$ cat src/rtl/fme_pkg.sv
`timescale 1ns / 1ps

package fme_pkg;

  // Region codes reported with each grade.
  localparam logic [1:0] REG_OUTSIDE = 2'd0;
  localparam logic [1:0] REG_RISING  = 2'd1;
  localparam logic [1:0] REG_PLATEAU = 2'd2;
  localparam logic [1:0] REG_FALLING = 2'd3;

  // Configuration register indexes.
  localparam logic [2:0] CFG_SHAPE_MODE = 3'd0;
  localparam logic [2:0] CFG_POINT_A    = 3'd1;
  localparam logic [2:0] CFG_POINT_B    = 3'd2;
  localparam logic [2:0] CFG_POINT_C    = 3'd3;
  localparam logic [2:0] CFG_POINT_D    = 3'd4;

  // Reset values of the configuration registers.
  localparam logic        RST_SHAPE_MODE = 1'b1;
  localparam logic [31:0] RST_POINT_A    = 32'd0;
  localparam logic [31:0] RST_POINT_B    = 32'd65536;
  localparam logic [31:0] RST_POINT_C    = 32'd131072;
  localparam logic [31:0] RST_POINT_D    = 32'd196608;

  // Width of the divider operands. A difference of two signed 32-bit values
  // that is known to be positive always fits in 32 unsigned bits.
  localparam int OPND_W = 32;

  // Control that travels with each word down the pipeline.
  typedef struct packed {
    logic       valid;
    logic [1:0] region;
  } ctl_t;

endpackage

$ cat src/rtl/fme_divider.sv
`timescale 1ns / 1ps

// Pipelined restoring divider for num <= den: one quotient bit per stage.
module fme_divider #(
  parameter int FRAC_BITS = 16
) (
  input  logic                          clk,
  input  logic                          rst_n,
  input  logic                          adv,
  input  fme_pkg::ctl_t                 in_ctl,
  input  logic [fme_pkg::OPND_W-1:0]    in_num,
  input  logic [fme_pkg::OPND_W-1:0]    in_den,
  output fme_pkg::ctl_t                 out_ctl,
  output logic [FRAC_BITS:0]            out_quo
);

  localparam int LAST = FRAC_BITS;
  localparam int W    = fme_pkg::OPND_W;

  fme_pkg::ctl_t       ctl_r [0:LAST];
  logic [W-1:0]        rem_r [0:LAST];
  logic [W-1:0]        den_r [0:LAST];
  logic [FRAC_BITS:0]  quo_r [0:LAST];

  logic [W:0]          dbl   [1:LAST];
  logic                take  [1:LAST];

  always_comb begin
    for (int k = 1; k <= LAST; k++) begin
      dbl[k]  = {rem_r[k-1], 1'b0};
      take[k] = dbl[k] >= {1'b0, den_r[k-1]};
    end
  end

  always_ff @(posedge clk) begin
    if (!rst_n) begin
      for (int k = 0; k <= LAST; k++) begin
        ctl_r[k] <= '0;
      end
    end else if (adv) begin
      ctl_r[0] <= in_ctl;
      for (int k = 1; k <= LAST; k++) begin
        ctl_r[k] <= ctl_r[k-1];
      end
    end
  end

  always_ff @(posedge clk) begin
    if (adv) begin
      // The integer bit: set only when num equals den.
      if (in_num >= in_den) begin
        rem_r[0] <= in_num - in_den;
        quo_r[0] <= {1'b1, {FRAC_BITS{1'b0}}};
      end else begin
        rem_r[0] <= in_num;
        quo_r[0] <= '0;
      end
      den_r[0] <= in_den;
      for (int k = 1; k <= LAST; k++) begin
        if (take[k]) begin
          rem_r[k] <= W'(dbl[k] - {1'b0, den_r[k-1]});
        end else begin
          rem_r[k] <= dbl[k][W-1:0];
        end
        den_r[k] <= den_r[k-1];
        quo_r[k] <= quo_r[k-1] | ((FRAC_BITS + 1)'(take[k]) << (LAST - k));
      end
    end
  end

  assign out_ctl = ctl_r[LAST];
  assign out_quo = quo_r[LAST];

`ifndef SYNTHESIS
  a_reset_empties: assert property (@(posedge clk)
    !rst_n |=> !ctl_r[0].valid && !ctl_r[LAST].valid)
    else $error("divider holds a valid word after reset");

  a_rem_below_den: assert property (@(posedge clk) disable iff (!rst_n)
    ctl_r[LAST].valid &&
    (ctl_r[LAST].region == fme_pkg::REG_RISING ||
     ctl_r[LAST].region == fme_pkg::REG_FALLING)
    |-> rem_r[LAST] < den_r[LAST])
    else $error("divider remainder not below divisor");
`endif

endmodule

$ cat src/rtl/fuzzy_membership_evaluator.sv
`timescale 1ns / 1ps

// Channel  Direction  Handshake              Payload
// in       input      in_valid / in_ready    in_sample_x (signed Q16.16)
// out      output     out_valid / out_ready  out_grade (Q1.FRAC_BITS), out_region
// cfg      input      cfg_valid / cfg_ready  cfg_index, cfg_data
//
// One word is accepted every cycle while the output is not stalled; the divider
// resolves one quotient bit per pipeline stage after one stage of compares and
// subtracts.
// Reset (rst_n, synchronous, active low) empties the pipeline and loads the
// default trapezoid 0, 1, 2, 3. A stall on the output freezes every stage
// at once, so in_ready falls in the same cycle and no word is lost or repeated.
// Configuration writes are always ready and take effect on the next cycle.
module fuzzy_membership_evaluator #(
  parameter int FRAC_BITS = 16
) (
  input  logic                         clk,
  input  logic                         rst_n,

  input  logic                         in_valid,
  output logic                         in_ready,
  input  logic signed [31:0]           in_sample_x,

  output logic                         out_valid,
  input  logic                         out_ready,
  output logic [FRAC_BITS:0]           out_grade,
  output logic [1:0]                   out_region,

  input  logic                         cfg_valid,
  output logic                         cfg_ready,
  input  logic [2:0]                   cfg_index,
  input  logic [31:0]                  cfg_data
);

  localparam int W = fme_pkg::OPND_W;
  localparam logic [FRAC_BITS:0] GradeOne = {1'b1, {FRAC_BITS{1'b0}}};

  // Configuration registers.
  logic        shape_mode_r;
  logic [31:0] point_a_r;
  logic [31:0] point_b_r;
  logic [31:0] point_c_r;
  logic [31:0] point_d_r;

  assign cfg_ready = 1'b1;

  always_ff @(posedge clk) begin
    if (!rst_n) begin
      shape_mode_r <= fme_pkg::RST_SHAPE_MODE;
      point_a_r    <= fme_pkg::RST_POINT_A;
      point_b_r    <= fme_pkg::RST_POINT_B;
      point_c_r    <= fme_pkg::RST_POINT_C;
      point_d_r    <= fme_pkg::RST_POINT_D;
    end else if (cfg_valid && cfg_ready) begin
      unique case (cfg_index)
        fme_pkg::CFG_SHAPE_MODE: shape_mode_r <= cfg_data[0];
        fme_pkg::CFG_POINT_A:    point_a_r    <= cfg_data;
        fme_pkg::CFG_POINT_B:    point_b_r    <= cfg_data;
        fme_pkg::CFG_POINT_C:    point_c_r    <= cfg_data;
        fme_pkg::CFG_POINT_D:    point_d_r    <= cfg_data;
        default: ;
      endcase
    end
  end

  // The whole pipeline moves together; it advances unless the final
  // result is held by the consumer.
  fme_pkg::ctl_t div_ctl;
  logic [FRAC_BITS:0] div_quo;
  logic adv;

  assign adv      = !div_ctl.valid || out_ready;
  assign in_ready = adv;

  // Front stage: classify the sample and pick the edge's operands.
  // Everything is compared at 33 bits so that no difference can wrap.
  logic signed [32:0] x_ext, a_ext, b_ext, c_ext, d_ext, right_ext;
  logic signed [32:0] diff_num, diff_den;
  logic [1:0]         region_nxt;

  assign x_ext     = {in_sample_x[31], in_sample_x};
  assign a_ext     = {point_a_r[31], point_a_r};
  assign b_ext     = {point_b_r[31], point_b_r};
  assign c_ext     = {point_c_r[31], point_c_r};
  assign d_ext     = {point_d_r[31], point_d_r};
  assign right_ext = shape_mode_r ? d_ext : c_ext;

  always_comb begin
    region_nxt = fme_pkg::REG_OUTSIDE;
    diff_num   = '0;
    diff_den   = 33'sd1;
    if (x_ext <= a_ext || x_ext >= right_ext) begin
      region_nxt = fme_pkg::REG_OUTSIDE;
    end else if (x_ext <= b_ext) begin
      region_nxt = fme_pkg::REG_RISING;
      diff_num   = x_ext - a_ext;
      diff_den   = b_ext - a_ext;
    end else if (shape_mode_r && x_ext <= c_ext) begin
      region_nxt = fme_pkg::REG_PLATEAU;
    end else if (shape_mode_r) begin
      region_nxt = fme_pkg::REG_FALLING;
      diff_num   = d_ext - x_ext;
      diff_den   = d_ext - c_ext;
    end else begin
      region_nxt = fme_pkg::REG_FALLING;
      diff_num   = c_ext - x_ext;
      diff_den   = c_ext - b_ext;
    end
  end

  // On an edge the numerator is positive and never exceeds the divisor,
  // so both fit in 32 unsigned bits and the quotient never tops one.
  fme_pkg::ctl_t front_ctl_r;
  logic [W-1:0]  front_num_r;
  logic [W-1:0]  front_den_r;

  always_ff @(posedge clk) begin
    if (!rst_n) begin
      front_ctl_r <= '0;
    end else if (adv) begin
      front_ctl_r.valid  <= in_valid;
      front_ctl_r.region <= region_nxt;
    end
  end

  always_ff @(posedge clk) begin
    if (adv) begin
      front_num_r <= diff_num[W-1:0];
      front_den_r <= diff_den[W-1:0];
    end
  end

  fme_divider #(
    .FRAC_BITS (FRAC_BITS)
  ) u_div (
    .clk     (clk),
    .rst_n   (rst_n),
    .adv     (adv),
    .in_ctl  (front_ctl_r),
    .in_num  (front_num_r),
    .in_den  (front_den_r),
    .out_ctl (div_ctl),
    .out_quo (div_quo)
  );

  // Outside the support the grade is zero and on the plateau it is one;
  // only the rising and falling regions use the quotient.
  always_comb begin
    case (div_ctl.region)
      fme_pkg::REG_OUTSIDE: out_grade = '0;
      fme_pkg::REG_PLATEAU: out_grade = GradeOne;
      default:              out_grade = div_quo;
    endcase
  end

  assign out_valid  = div_ctl.valid;
  assign out_region = div_ctl.region;

`ifndef SYNTHESIS
  a_grade_max: assert property (@(posedge clk) disable iff (!rst_n)
    out_valid |-> out_grade <= GradeOne)
    else $error("grade above one");

  a_falling_below_one: assert property (@(posedge clk) disable iff (!rst_n)
    out_valid && out_region == fme_pkg::REG_FALLING |-> out_grade != GradeOne)
    else $error("falling edge reached a full grade");

  a_triangle_no_plateau: assert property (@(posedge clk) disable iff (!rst_n)
    out_valid && !shape_mode_r |-> out_region != fme_pkg::REG_PLATEAU)
    else $error("triangle reported a plateau");
`endif

endmodule

$ cat config.mk
export PLATFORM = sky130hd
export DESIGN_NAME = fuzzy_membership_evaluator
export DESIGN_NICKNAME = d
export VERILOG_FILES = /design/src/rtl/fme_pkg.sv /design/src/rtl/fme_divider.sv /design/src/rtl/fuzzy_membership_evaluator.sv
export SDC_FILE = /design/constraint.sdc
export NUM_CORES = 2
export LEC_CHECK = 0
export ABC_AREA = 1
export BUFFER_PORTS_ARGS = -buffer_cell sky130_fd_sc_hd__buf_2
export CAP_MARGIN = 5
export CORE_MARGIN = 2
export CORE_UTILIZATION = 40
export CTS_CLUSTER_SIZE = 25
export DETAILED_ROUTE_END_ITERATION = 16
export GPL_ROUTABILITY_DRIVEN = 1
export GPL_TIMING_DRIVEN = 0
export PLACE_DENSITY_LB_ADDON = 0.12
export SYNTH_ARGS = -nofsm -noshare
export SYNTH_HDL_FRONTEND = slang
export SYNTH_SLANG_ARGS = --single-unit
$ cat constraint.sdc
create_clock -name clk -period 71.5 [get_ports clk]
set_clock_uncertainty 0.15 [all_clocks]
set_input_delay 17.875 -clock clk [delete_from_list [all_inputs] [get_ports clk]]
set_output_delay 17.875 -clock clk [all_outputs]
set_load 0.02 [all_outputs]
==> metrics.md <==
| Metric | Value |
|---|---|
| Status | `finished with violations` |
| Failing checks | `capacitance limit, slew limit` |
| Hold path depth | `0` |
| Initial Utilization | `40.3%` |
| Fin. max-slew vios | `3` |
| Initial DRC Count | `8523` |
| Gr usage total | `29.2%` |
| Worst-Margin Slew | `1.59 ns` |
| DRC Markers | `0` |
| FF+latch count, synth | `1424` |
| Max Cap Violations | `1` |
| Avg WL per Cell | `22.8 um` |
| Mapped Area | `0.102 mm^2` |
| Pleak | `53.0 nW` |
| Crit path required time | `53.47 ns` |
| Via/cell ratio | `5.31` |
| # hold bufs at CTS | `0` |
| Slowest cell on crit path | `nor2_1` |
| CP cell instances | `buf_2, nor2_1, inv_2, clkbuf_1, buf_8, buf_2, buf_12, buf_12, buf_12, buf_12, buf_12, buf_2` |
| Clock Latency Late Sink | `0.84 ns` |
| Post-synthesis instance total | `13200` |
| R2r setup slk | `65.19 ns` |
| Initial antenna violation count | `8` |
| Post-Syn Area per Cell | `7.74 um^2` |
| CORE AREA | `0.254 mm^2` |
| Endpoint class of the critical path | `output pin` |
| Worst hold slack | `0.228 ns` |
| Chip width | `510 um` |
| Pre-CTS setup slack | `31.48 ns` |
| Setup violators final | `0` |
| CTS Buf Count | `166` |
| Synthesized Nets | `14100` |
| Num rows | `185` |
| DP HPWL | `326000 um` |
| Arrival @ worst endpoint | `22.11 ns` |
| Delay-heaviest family, CP | `buffers and inverters` |
| Share of layout cells above drive strength 1 | `5.12%` |
| RSZ-0062 raised after global routing | `false` |
| Worst Path Buf+Inv | `11` |
| Total gr overflow | `0` |
| I/O pin count | `94` |
| IO Port Bufs | `92` |
| Post_cts resized | `0` |
| Area Overhead vs Synth | `10.7%` |
| Sequential cell area fraction in the yosys report | `40.5%` |
| Slowest Stage Delay on Critical Path | `0.94 ns` |
| Gp weighted congestion | `0.999` |
| Number of stages on the worst setup path | `12` |
| Max VDD drop | `0.0000309 V` |
| CTS clock-pin slew for the worst setup and hold paths | `0.06 ns` |
| Fin crit share | `56.1%` |
| Largest net degree at the start of global routing | `124` |
| Post-DRT Antenna Nets | `0` |
| Hold Violations, Final | `0` |
| Post-synth top flop | `edfxtp_1` |
| Crit path setup slack, layout | `31.36 ns` |
| CTS tree | `done` |
| Synthesis warning total | `0` |
| H-tree depth | `4` |
| Clock root buffer | `clkbuf_16` |
| Longest Clk Path Bufs | `3` |
| Number of global-route vias before repair | `85800` |
| # clock sinks | `1424` |
| Height of the die | `510 um` |
| Vias after detailed routing | `90400` |
| Die area | `0.260 mm^2` |
| Worst slew margin | `-7.00%` |
| Routed WL | `389000 um` |
| Reg2Reg Depth | `17` |
| Asr flop ratio synth | `0%` |
| PwrDens | `51.7 mW/mm^2` |
| Minimum clock period | `40.14 ns` |
| Most used cell, CP | `buf_12` |
| Cell variety after synth | `70` |
| DRT Pass-1 Iters | `6` |
| FMAX | `24.9 MHz` |
| Post-synth EDFFs | `1292` |
| Setup CP Type | `in2out` |
| CP startpoint kind | `primary input` |
| Postcts setup bufs | `0` |
| Fin nets | `14400` |
| Worst-path fanout max | `38` |
| Worst Hold Class | `reg2reg` |
| First-pass GRT wire length | `562000 um` |
| Total negative slack | `0 ns` |
==> path summary, 6_finish.rpt <==
path / to / start
hold / removal: u_div.quo_r[0][113] / u_div.quo_r[0][96]
hold reg to reg: u_div.quo_r[0][113] / u_div.quo_r[0][96]
setup reg to reg: front_num_r[27] / shape_mode_r
setup / recovery: in_ready / out_ready
==> final cells by class <==
class	instances	area (um^2)
Buffer	274	1510
Antenna cell	4	10.0
Inverter	2298	8640
Fill cell	25800	141000
Clock buffer	199	4350
Clock inverter	113	1380
Tap cell	3366	4210
Timing Repair Buffer	119	1030
Sequential cell	1424	41400
Multi-Input combinational cell	9234	50800
==> through the flow <==
step	utilization, %	instances	power (mW)	area, um^2
after floorplan	-	13200	3.83	102000
after global placement	42.1	16700	4.95	107000
after detailed placement	42.3	16700	4.94	108000
after CTS	44.6	17000	5.86	113000
after global routing	44.6	17000	6.33	113000
final	44.6	17000	5.86	113000
==> placed cells by master (no fill, tap or decap), types with 167 or more instances in the layout <==
cell / instances
nand2_1: 3561
inv_1: 2284
edfxtp_1: 1292
nor2_1: 1012
a21oi_1: 992
ha_1: 795
o21ai_0: 637
nand3_1: 564
nand4_1: 499
xor2_1: 307
clkbuf_16: 167
==> per-layer routing <==
layer | wire length (um) | up-vias | track usage, % | part of all wire, %
met1 | 166000 | 42500 | 37.9 | 43
met2 | 182000 | 2938 | 49.2 | 47
met4 | 18400 | 4 | 12.0 | 4.7
met3 | 21600 | 573 | 3.57 | 5.6
li1 | - | 44400 | - | -
met5 | 23 | - | 0 | 0.0059
==> flip-flops by register name, summed over array words and instances (netlist names) <==
signal	count
u_div.den_r	512
u_div.rem_r	512
u_div.quo_r	153
u_div.ctl_r	51
front_den_r	32
front_num_r	32
point_a_r	32
point_b_r	32
point_c_r	32
point_d_r	32
front_ctl_r	3
shape_mode_r	1
==> logic make-up after synthesis <==
group                    Yosys count  share of synthesized area, %
other                              1                       0.00366
AND/OR/NAND/NOR                 5822                          23.8
AO/OA/AOI/OAI                   2115                          11.6
XOR/XNOR                         473                          4.05
buffers and inverters           2572                          9.89
adder cells (fa/ha/maj)          817                          10.1
multiplexers                       6                        0.0635
flip-flops                      1424                          40.5
==> Yosys cell counts, types with 9 or more instances <==
library cell	instances	share of area, %
xor2_1	307	2.6
nor3_1	74	0.36
nand3b_1	20	0.15
clkbuf_1	134	0.49
nand3_2	18	0.18
edfxtp_1	1292	38
nand2_1	3562	13
buf_6	21	0.23
buf_1	13	0.048
buf_4	35	0.26
fa_1	22	0.43
xnor2_1	166	1.4
nor2_1	1012	3.7
nand3_1	564	2.8
o211ai_1	38	0.28
buf_2	65	0.32
a21o_1	110	0.81
o21bai_1	41	0.30
o21ai_1	66	0.32
nand2_2	15	0.092
inv_1	2285	8.4
a31oi_1	14	0.086
ha_1	795	9.7
o2111ai_1	29	0.25
nor4_1	12	0.073
dfxtp_1	132	2.6
o21ai_0	637	3.1
a221oi_1	16	0.14
o21ai_2	15	0.13
a21oi_1	992	4.8
a21boi_0	21	0.15
nor2_2	9	0.055
o21a_1	27	0.20
a21oi_2	80	0.68
nand4_1	499	3.0
==> power by group <==
| part | total [mW] | internal, mW | switching (mW) |
|---|---|---|---|
| registers | 1.59 | 1.35 | 0.242 |
| logic | 3.38 | 1.13 | 2.25 |
| clock network | 0.884 | 0.505 | 0.379 |
| total | 5.86 | 2.98 | 2.88 |
No activity file was read; power rests on OpenSTA's default activity.
